--- config.mk ---
export PLATFORM = sky130hd
export DESIGN_NAME = aabb_pairwise_collision_table_top
export DESIGN_NICKNAME = d
export VERILOG_FILES = /design/src/rtl/apct_pkg.sv /design/src/rtl/apct_datapath.sv /design/src/rtl/apct_ctrl.sv /design/src/rtl/aabb_pairwise_collision_table_top.sv
export VERILOG_INCLUDE_DIRS = /design/src /design/src/rtl
export SDC_FILE = /design/constraint.sdc
export NUM_CORES = 1
export LEC_CHECK = 0
export BUFFER_PORTS_ARGS = -buffer_cell sky130_fd_sc_hd__clkbuf_2
export CORE_ASPECT_RATIO = 1.1
export CORE_MARGIN = 2
export CORE_UTILIZATION = 56
export CTS_CLUSTER_DIAMETER = 150
export DETAILED_ROUTE_END_ITERATION = 8
export PLACE_DENSITY = 0.76
export SKIP_CTS_REPAIR_TIMING = 1
export SLEW_MARGIN = 20
export SYNTH_ARGS = -nofsm -noshare
export SYNTH_HDL_FRONTEND = slang
export SYNTH_HIERARCHICAL = 1
export SYNTH_SLANG_ARGS = --single-unit
--- constraint.sdc ---
create_clock -name i_clk -period 6.51 [get_ports i_clk]
set_input_delay 0.3255 -clock i_clk [delete_from_list [all_inputs] [get_ports i_clk]]
set_output_delay 0.3255 -clock i_clk [all_outputs]
set_load 0.05 [all_outputs]
--- src/rtl/aabb_pairwise_collision_table_top_defines.svh ---
// ---------------------------------------------------------------------------
// aabb pairwise collision table: assertion macros
// checks are compiled out for synthesis
// ---------------------------------------------------------------------------
`ifndef AABB_PAIRWISE_COLLISION_TABLE_TOP_DEFINES_SVH
`define AABB_PAIRWISE_COLLISION_TABLE_TOP_DEFINES_SVH

`ifndef SYNTHESIS
// property that must hold at every edge out of reset
`define APCT_ASSERT(label, clk, rst_n, prop) \
    label: assert property (@(posedge clk) disable iff (!(rst_n)) (prop)) \
        else $error("apct assertion failed");
// implication checked at every edge out of reset
`define APCT_ASSERT_IMP(label, clk, rst_n, ante, cons) \
    label: assert property (@(posedge clk) disable iff (!(rst_n)) (ante) |-> (cons)) \
        else $error("apct assertion failed");
`else
`define APCT_ASSERT(label, clk, rst_n, prop)
`define APCT_ASSERT_IMP(label, clk, rst_n, ante, cons)
`endif

`endif

--- src/rtl/apct_pkg.sv ---
`timescale 1ns / 1ps
// ---------------------------------------------------------------------------
// apct_pkg
// types and constants shared by the collision table modules
// ---------------------------------------------------------------------------
package apct_pkg;

    localparam int SLOT_W = 3;

    localparam logic [63:0] PAIR_MASK_RESET = 64'd7749154589440144810;

    localparam logic [1:0] OP_ADD    = 2'd0;
    localparam logic [1:0] OP_MARK   = 2'd1;
    localparam logic [1:0] OP_REMOVE = 2'd2;
    localparam logic [1:0] OP_SWEEP  = 2'd3;

    localparam logic [1:0] KIND_ADD  = 2'd0;
    localparam logic [1:0] KIND_PAIR = 2'd1;
    localparam logic [1:0] KIND_DONE = 2'd2;

    typedef struct packed {
        logic [1:0]         opcode;
        logic signed [15:0] left;
        logic signed [15:0] top;
        logic [14:0]        width;
        logic [14:0]        height;
        logic [2:0]         body_class;
        logic               has_callback;
        logic [2:0]         target_slot;
        logic [7:0]         type_mask;
    } t_op_in;

    typedef struct packed {
        logic [1:0]        kind;
        logic [SLOT_W-1:0] first_slot;
        logic [SLOT_W-1:0] second_slot;
        logic              ok;
        logic              last;
    } t_result;

    // one stored collider
    typedef struct packed {
        logic signed [15:0] left;
        logic signed [15:0] top;
        logic [14:0]        width;
        logic [14:0]        height;
        logic [2:0]         ctype;
        logic               notify;
    } t_slot_row;

    typedef struct packed {
        logic op_go;
        logic pair_clr;
        logic pair_adv;
        logic emit_ab;
        logic emit_ba;
        logic emit_done;
    } t_dp_cmd;

    typedef struct packed {
        logic out_free;
        logic ev_ab;
        logic ev_ba;
        logic pair_last;
    } t_dp_stat;

    typedef enum logic [1:0] {
        ST_IDLE,
        ST_SWEEP,
        ST_SECOND,
        ST_DONE
    } t_state;

endpackage

--- src/rtl/apct_datapath.sv ---
`timescale 1ns / 1ps
// ---------------------------------------------------------------------------
// apct_datapath
// slot table, pair counters, overlap test and result register
// ---------------------------------------------------------------------------
module apct_datapath #(
    parameter int SLOTS = 8
) (
    input  logic              i_clk,
    input  logic              i_rst_n,
    input  apct_pkg::t_op_in  i_in_data,
    input  logic              i_cfg_we,
    input  logic [63:0]       i_cfg_data,
    input  apct_pkg::t_dp_cmd i_cmd,
    output apct_pkg::t_dp_stat o_stat,
    input  logic              i_out_stall,
    output logic              o_out_valid,
    output apct_pkg::t_result o_out_data
);
    import apct_pkg::*;

    localparam int IDX_W = $clog2(SLOTS);

    logic [63:0]      r_pair_mask;
    logic [SLOTS-1:0] r_slot_valid;
    logic [SLOTS-1:0] r_slot_pending;
    logic [2:0]       r_slot_type [SLOTS];
    t_slot_row        r_mem [SLOTS];
    t_slot_row        r_rd_a;
    t_slot_row        r_rd_b;

    logic [IDX_W-1:0] r_pi;
    logic [IDX_W-1:0] r_pk;
    logic [IDX_W-1:0] n_pi;
    logic [IDX_W-1:0] n_pk;

    logic             r_out_valid;
    t_result          r_out;

    logic             free_found;
    logic [IDX_W-1:0] free_idx;
    logic             mark_hit;
    logic             out_free;
    logic             pair_last;
    logic             overlap;
    logic             ev_ab;
    logic             ev_ba;
    logic             out_load;
    t_result          out_next;
    t_slot_row        new_row;

    logic signed [16:0] a_l, a_r, a_t, a_b;
    logic signed [16:0] b_l, b_r, b_t, b_b;

    // lowest free slot
    always_comb begin
        free_found = 1'b0;
        free_idx   = '0;
        for (int i = SLOTS - 1; i >= 0; i--) begin
            if (!r_slot_valid[i]) begin
                free_found = 1'b1;
                free_idx   = IDX_W'(i);
            end
        end
    end

    assign mark_hit = ({1'b0, i_in_data.target_slot} < 4'(SLOTS))
                      && r_slot_valid[i_in_data.target_slot[IDX_W-1:0]];

    assign new_row = '{left:   i_in_data.left,
                       top:    i_in_data.top,
                       width:  i_in_data.width,
                       height: i_in_data.height,
                       ctype:  i_in_data.body_class,
                       notify: i_in_data.has_callback};

    // pair walk: (0,1) (0,2) .. (SLOTS-2,SLOTS-1), held on the last pair
    assign pair_last = (r_pi == IDX_W'(SLOTS - 2)) && (r_pk == IDX_W'(SLOTS - 1));

    always_comb begin
        n_pi = r_pi;
        n_pk = r_pk;
        if (i_cmd.pair_clr) begin
            n_pi = '0;
            n_pk = IDX_W'(1);
        end else if (i_cmd.pair_adv && !pair_last) begin
            if (r_pk == IDX_W'(SLOTS - 1)) begin
                n_pi = r_pi + IDX_W'(1);
                n_pk = r_pi + IDX_W'(2);
            end else begin
                n_pk = r_pk + IDX_W'(1);
            end
        end
    end

    // overlap with touching edges counted, 17 bit exact
    always_comb begin
        a_l = 17'(r_rd_a.left);
        a_t = 17'(r_rd_a.top);
        a_r = a_l + $signed({2'b00, r_rd_a.width});
        a_b = a_t + $signed({2'b00, r_rd_a.height});
        b_l = 17'(r_rd_b.left);
        b_t = 17'(r_rd_b.top);
        b_r = b_l + $signed({2'b00, r_rd_b.width});
        b_b = b_t + $signed({2'b00, r_rd_b.height});
        overlap = !((b_r < a_l) || (b_l > a_r) || (b_b < a_t) || (b_t > a_b));
    end

    assign ev_ab = r_slot_valid[r_pi] && r_slot_valid[r_pk] && overlap && r_rd_a.notify
                   && r_pair_mask[{r_rd_a.ctype, r_rd_b.ctype}];
    assign ev_ba = r_slot_valid[r_pi] && r_slot_valid[r_pk] && overlap && r_rd_b.notify
                   && r_pair_mask[{r_rd_b.ctype, r_rd_a.ctype}];

    assign out_free = !r_out_valid || !i_out_stall;

    always_comb begin
        out_load = 1'b0;
        out_next = '{kind: KIND_DONE, first_slot: '0, second_slot: '0, ok: 1'b1, last: 1'b1};
        if (i_cmd.op_go) begin
            case (i_in_data.opcode)
                OP_ADD: begin
                    out_load = 1'b1;
                    out_next.kind       = KIND_ADD;
                    out_next.first_slot = free_found ? SLOT_W'(free_idx) : '0;
                    out_next.ok         = free_found;
                end
                OP_MARK, OP_REMOVE: begin
                    out_load = 1'b1;
                end
                default: begin
                    out_load = 1'b0;
                end
            endcase
        end else if (i_cmd.emit_ab || i_cmd.emit_ba) begin
            out_load = 1'b1;
            out_next.kind        = KIND_PAIR;
            out_next.first_slot  = i_cmd.emit_ab ? SLOT_W'(r_pi) : SLOT_W'(r_pk);
            out_next.second_slot = i_cmd.emit_ab ? SLOT_W'(r_pk) : SLOT_W'(r_pi);
            out_next.last        = 1'b0;
        end else if (i_cmd.emit_done) begin
            out_load = 1'b1;
        end
    end

    // control state
    always_ff @(posedge i_clk) begin
        if (!i_rst_n) begin
            r_pair_mask    <= PAIR_MASK_RESET;
            r_slot_valid   <= '0;
            r_slot_pending <= '0;
            r_pi           <= '0;
            r_pk           <= '0;
            r_out_valid    <= 1'b0;
        end else begin
            if (i_cfg_we) begin
                r_pair_mask <= i_cfg_data;
            end
            r_pi <= n_pi;
            r_pk <= n_pk;
            if (out_load) begin
                r_out_valid <= 1'b1;
            end else if (!i_out_stall) begin
                r_out_valid <= 1'b0;
            end
            if (i_cmd.op_go) begin
                case (i_in_data.opcode)
                    OP_ADD: begin
                        if (free_found) begin
                            r_slot_valid[free_idx]   <= 1'b1;
                            r_slot_pending[free_idx] <= 1'b0;
                        end
                    end
                    OP_MARK: begin
                        if (mark_hit) begin
                            r_slot_pending[i_in_data.target_slot[IDX_W-1:0]] <= 1'b1;
                        end
                    end
                    OP_REMOVE: begin
                        for (int i = 0; i < SLOTS; i++) begin
                            if (r_slot_valid[i] && i_in_data.type_mask[r_slot_type[i]]) begin
                                r_slot_valid[i]   <= 1'b0;
                                r_slot_pending[i] <= 1'b0;
                            end
                        end
                    end
                    default: begin
                        // sweep: free the marked slots before the pair walk
                        r_slot_valid   <= r_slot_valid & ~r_slot_pending;
                        r_slot_pending <= '0;
                    end
                endcase
            end
        end
    end

    // slot payload and two registered read ports
    always_ff @(posedge i_clk) begin
        if (i_cmd.op_go && (i_in_data.opcode == OP_ADD) && free_found) begin
            r_mem[free_idx]       <= new_row;
            r_slot_type[free_idx] <= i_in_data.body_class;
        end
        r_rd_a <= r_mem[n_pi];
        r_rd_b <= r_mem[n_pk];
        if (out_load) begin
            r_out <= out_next;
        end
    end

    assign o_stat = '{out_free: out_free, ev_ab: ev_ab, ev_ba: ev_ba, pair_last: pair_last};
    assign o_out_valid = r_out_valid;
    assign o_out_data  = r_out;

endmodule

--- src/rtl/apct_ctrl.sv ---
`timescale 1ns / 1ps
// ---------------------------------------------------------------------------
// apct_ctrl
// sequencer for table ops and the pair sweep
// ---------------------------------------------------------------------------
module apct_ctrl (
    input  logic               i_clk,
    input  logic               i_rst_n,
    input  logic               i_in_valid,
    input  logic [1:0]         i_opcode,
    output logic               o_in_stall,
    input  apct_pkg::t_dp_stat i_stat,
    output apct_pkg::t_dp_cmd  o_cmd
);
    import apct_pkg::*;

    t_state r_state;
    t_state n_state;
    logic   adv;

    always_ff @(posedge i_clk) begin
        if (!i_rst_n) begin
            r_state <= ST_IDLE;
        end else begin
            r_state <= n_state;
        end
    end

    always_comb begin
        n_state    = r_state;
        o_cmd      = '0;
        o_in_stall = 1'b1;
        adv        = 1'b0;
        case (r_state)
            ST_IDLE: begin
                o_in_stall = !i_stat.out_free;
                if (i_in_valid && i_stat.out_free) begin
                    o_cmd.op_go = 1'b1;
                    if (i_opcode == OP_SWEEP) begin
                        o_cmd.pair_clr = 1'b1;
                        n_state        = ST_SWEEP;
                    end
                end
            end
            ST_SWEEP: begin
                if (i_stat.ev_ab) begin
                    if (i_stat.out_free) begin
                        o_cmd.emit_ab = 1'b1;
                        if (i_stat.ev_ba) begin
                            n_state = ST_SECOND;
                        end else begin
                            adv = 1'b1;
                        end
                    end
                end else if (i_stat.ev_ba) begin
                    if (i_stat.out_free) begin
                        o_cmd.emit_ba = 1'b1;
                        adv           = 1'b1;
                    end
                end else begin
                    adv = 1'b1;
                end
            end
            ST_SECOND: begin
                // mirrored beat of the same pair
                if (i_stat.out_free) begin
                    o_cmd.emit_ba = 1'b1;
                    adv           = 1'b1;
                end
            end
            ST_DONE: begin
                if (i_stat.out_free) begin
                    o_cmd.emit_done = 1'b1;
                    n_state         = ST_IDLE;
                end
            end
            default: begin
                n_state = ST_IDLE;
            end
        endcase
        if (adv) begin
            if (i_stat.pair_last) begin
                n_state = ST_DONE;
            end else begin
                o_cmd.pair_adv = 1'b1;
                n_state        = ST_SWEEP;
            end
        end
    end

endmodule

--- src/rtl/aabb_pairwise_collision_table_top.sv ---
`timescale 1ns / 1ps
// ---------------------------------------------------------------------------
// aabb_pairwise_collision_table_top
// collider table with add, mark, remove by type and overlap sweep
// ---------------------------------------------------------------------------
// Add, mark and remove each answer with one beat. A sweep accepts the op and
// frees the marked slots, then walks every slot pair i<k once, one pair per
// cycle through the overlap unit fed by the two read ports of the slot memory
// while no result beat waits on a stalled output: SLOTS*(SLOTS-1)/2 pairs (28
// for eight slots). A pair that reports in both directions takes an extra step
// for its mirrored beat, and the done beat follows the last pair. No new op is
// taken until the sweep's done beat is out.
`include "aabb_pairwise_collision_table_top_defines.svh"

module aabb_pairwise_collision_table_top #(
    parameter int SLOTS = 8
) (
    input  logic              i_clk,
    input  logic              i_rst_n,
    input  logic              i_in_valid,
    output logic              o_in_stall,
    input  apct_pkg::t_op_in  i_in_data,
    output logic              o_out_valid,
    input  logic              i_out_stall,
    output apct_pkg::t_result o_out_data,
    input  logic              i_cfg_valid,
    output logic              o_cfg_ready,
    input  logic [63:0]       i_cfg_data
);
    import apct_pkg::*;

    t_dp_cmd  cmd;
    t_dp_stat stat;

    assign o_cfg_ready = 1'b1;

    apct_ctrl u_ctrl (
        .i_clk      (i_clk),
        .i_rst_n    (i_rst_n),
        .i_in_valid (i_in_valid),
        .i_opcode   (i_in_data.opcode),
        .o_in_stall (o_in_stall),
        .i_stat     (stat),
        .o_cmd      (cmd)
    );

    apct_datapath #(
        .SLOTS (SLOTS)
    ) u_datapath (
        .i_clk       (i_clk),
        .i_rst_n     (i_rst_n),
        .i_in_data   (i_in_data),
        .i_cfg_we    (i_cfg_valid && o_cfg_ready),
        .i_cfg_data  (i_cfg_data),
        .i_cmd       (cmd),
        .o_stat      (stat),
        .i_out_stall (i_out_stall),
        .o_out_valid (o_out_valid),
        .o_out_data  (o_out_data)
    );

    // a result beat is only loaded when the output register can take it
    `APCT_ASSERT_IMP(a_emit_has_room, i_clk, i_rst_n,
        cmd.emit_ab || cmd.emit_ba || cmd.emit_done || cmd.op_go, stat.out_free)
    // at most one beat source per cycle
    `APCT_ASSERT(a_one_source, i_clk, i_rst_n,
        $onehot0({cmd.op_go, cmd.emit_ab, cmd.emit_ba, cmd.emit_done}))
    // no new op while a sweep is running
    `APCT_ASSERT_IMP(a_accept_idle, i_clk, i_rst_n, i_in_valid && !o_in_stall,
        !(cmd.pair_adv || cmd.emit_ab || cmd.emit_ba || cmd.emit_done))

endmodule
==> out/results.tsv <==
stage	metric	value	unit
floorplan	coreArea	64860	µm²
critical_path	endpoint_kind	register	
placed_design	port_buffers	159	
synthesis	synth_area	36630	µm²
global_route	grt_pass1_vias	23009	
synthesis	yosys_warnings	6	
sta	period_minus_slack	6.506	ns
placed_design	dpl_worst_slack	-0.1877	ns
clocking	clockBufferDepth	3	
placed_design	place_hpwl	57840	µm
outcome	outcome	finished, violations left	
sta	rsz0062_at_grt	true	
clocking	cts_root_buf	clkbuf_16	
floorplan	start_util	56.47	%
critical_path	worst_path_most_repeated_cell	buf_4	
sta	fin_ws	0.003568	ns
route	wire_per_inst	26.50	µm
sta	relSlewSlack	29.48	%
synthesis	synth_top_area_share	44.11	%
global_route	grt_pass1_wl	134800	µm
floorplan	io_pins	161	
critical_path	cp_num_buf_inv	5	
hold_path	hp-class	in2reg	
synthesis	synth_cells	2278	
pwr	ir_drop	0.0002469	V
critical_path	arrival	7.02	ns
global_route	antenna_found_initial	9	
synthesis	yosysMostFrequentCell	edfxtp_1	
sta	maxSlewViolCount	0	
route	drt-total-wl	92960	µm
final_layout	num-nets-final	2875	
critical_path	max_stage_delay	0.43	ns
synthesis	synth_area_leaders	edfxtp_1 (44%), mux4_2 (20%), dfxtp_1 (12%), ha_1 (4.6%), mux2_2 (4.3%)	
route	ant_nets	0	
synthesis	ys_seq_elements	759	
route	drt_pre_antenna_iters	9	
final_layout	syn2layout_area_growth	18.06	%
floorplan	fp.dieH	272.2	µm
critical_path	worst_path_max_delay_cell	o32a_1	
floorplan	row_count	98	
synthesis	synth-edff-count	538	
final_layout	fillers	4254	
clocking	clk_latency	0.63	ns
sta	tightest_slew	1.058	ns
critical_path	start_kind	register	
placed_design	place.gp.congestion	0.8989	
synthesis	ys_top_cells_by_count	edfxtp_1 (538), mux4_2 (318), dfxtp_1 (221), mux2_2 (141), ha_1 (134)	
sta	whs	-0.02216	ns
final_layout	final_layout_size_suffix_gt1_share	34.34	%
route	drc	2	
route	vias	22657	
critical_path	required	7.02	ns
final_layout	multi_input_area	15480	µm²
pwr	totalPowerFinal	11.31	mW
synthesis	syn_avg_cell_area	16.08	µm²
clocking	clkSinkCount	759	
outcome	violations	DRC, hold timing	
synthesis	synthFlopType	edfxtp_1	
critical_path	critPathKind	reg2reg	
floorplan	die_area	67470	µm²
synthesis	synthesis.nets	2564	
synthesis	synth.distinct_cells	79	
clocking	cts_buffers	76	
route	viasPerCell	6.459	
pwr	power_density	261.5	nW/µm²
synthesis	synth_top_area_cell	edfxtp_1	
clocking	cts_tree	built	
flow_run	cap_violations	0	
global_route	track_usage	26.43	%
synthesis	async_flop_share	0	%
sta	max_freq	0.1537	GHz
pwr	power_leakage	15.18	nW
global_route	overflow	0	
sta	hold_viol	91	
sta	setup_violations	0	
clocking	path_clk_slew	0.06	ns
global_route	grt_max_degree	67	
final_layout	regArea	20580	µm²
route	drtIter0Drc	2285	
sta	min_period_over_period	99.95	%
floorplan	die-width	247.8	µm
synthesis	seq_area_frac_synth	56.19	%
sta	finClkSkew	0.02305	ns
critical_path	path_max_fanout	11	
clocking	htree_levels	3	
critical_path	cp_top_family	compound AO/OA/AOI/OAI gates	
final_layout	fin_util	66.67	%
[sequential cells by signal (all words and copies together), names as in the netlist, 10 cells and up]
name,cells
u_datapath/r_mem,528
u_datapath/b_t,16
u_datapath/a_l,16
u_datapath/b_l,16
u_datapath/r_rd_b,34
u_datapath/r_pair_mask,64
u_datapath/a_t,16
u_datapath/o_out_data,10
u_datapath/r_rd_a,34
[through the flow]
stage / area (µm²) / hold slack, ns / cells / setup TNS [ns]
after global routing: 43240 / -0.01354 / 3506 / -18.78
after floorplan: 36630 / 0.4244 / 2278 / -0.6070
after CTS: 41560 / -0.1077 / 3391 / -18.05
after global placement: 38980 / 0.4697 / 3249 / -2.335
final: 43240 / -0.02216 / 3508 / 0
after detailed placement: 38980 / 0.4843 / 3249 / -10.33
[cell usage in the layout (no fill, tap or decap), types with 7 or more instances in the layout]
master,Yosys,layout
a211oi_1,22,19
a21o_1,21,21
a21oi_1,79,74
a221oi_1,9,9
a22o_1,8,8
a31oi_1,12,11
and2_1,13,12
buf_12,0,35
buf_4,7,58
bufinv_16,0,9
clkbuf_1,46,17
clkbuf_16,0,93
clkbuf_2,1,158
clkinv_1,0,10
clkinv_2,0,14
dfxtp_1,221,217
dlygate4sd3_1,0,73
edfxtp_1,538,538
ha_1,134,132
inv_1,72,72
mux2_2,141,122
mux2_4,0,19
mux2i_1,73,73
mux4_2,318,318
nand2_1,80,80
nand2b_1,14,14
nand3_1,18,17
nand4_1,13,13
nor2_1,96,90
nor2b_1,22,21
nor3_1,24,19
o211ai_1,7,7
o21a_1,18,18
o21ai_0,43,42
o21ai_1,11,12
or3_1,8,8
xnor2_1,31,31
xor2_1,17,17
[final cells by class]
| cell class | instances | area share (%) |
|---|---|---|
| repair buffers | 352 | 7.511 |
| flip-flops and latches | 759 | 47.60 |
| diodes | 5 | 0.02893 |
| multi-input cells | 1327 | 35.81 |
| well taps | 850 | 2.459 |
| inverters | 73 | 0.6337 |
| clock inverters | 43 | 1.114 |
| clock buffers | 99 | 4.841 |
[power by group]
part           switching, mW  internal (mW)  total (mW)  leakage [nW]
clock network           1.85           2.65        4.49          1.25
logic                  0.724          0.710        1.43          7.24
registers              0.105           5.28        5.38          6.69
[tightest hold or removal path: cells and delay by family]
kind | cells | cell delay, ns
and+or+nand+nor | 1 | 0.08
muxes | 1 | 0.07
buffers and inverters | 1 | 0.08
[per-layer routing]
layer | global-route usage, % | vias to the layer above | share of wire (%)
met5 | 0 | - | 0.085
met3 | 4.444 | 197 | 7.6
li1 | - | 9780 | -
met2 | 43.82 | 1032 | 50
met1 | 36.05 | 11636 | 40
met4 | 8.037 | 12 | 2.6
[worst paths after layout]
check / from / end / slack, ns / cells after the start
setup / recovery: u_datapath/r_rd_b[4] / u_datapath/b_t[15] / 0.004 / 30
hold reg to reg: u_datapath/r_slot_pending[5] / u_datapath/r_slot_pending[5] / 0.51 / 2
setup reg to reg: u_datapath/r_rd_b[4] / u_datapath/b_t[15] / 0.004 / 30
hold / removal: i_cfg_data[16] / u_datapath/r_pair_mask[16] / -0.02 / 3
[logic make-up (layout without fill, tap and decap cells)]
logic type | Yosys count | count (layout) | synth area share (%)
xor+xnor | 49 | 49 | 1.192
fa+ha+maj | 138 | 138 | 4.796
buf+inv | 192 | 567 | 2.541
flops | 759 | 759 | 56.19
simple gates | 322 | 322 | 4.277
other cells | 1 | 6 | 0.01024
mux | 532 | 532 | 25.88
compound gates | 285 | 285 | 5.114
Power figures use the tool's default switching activity.
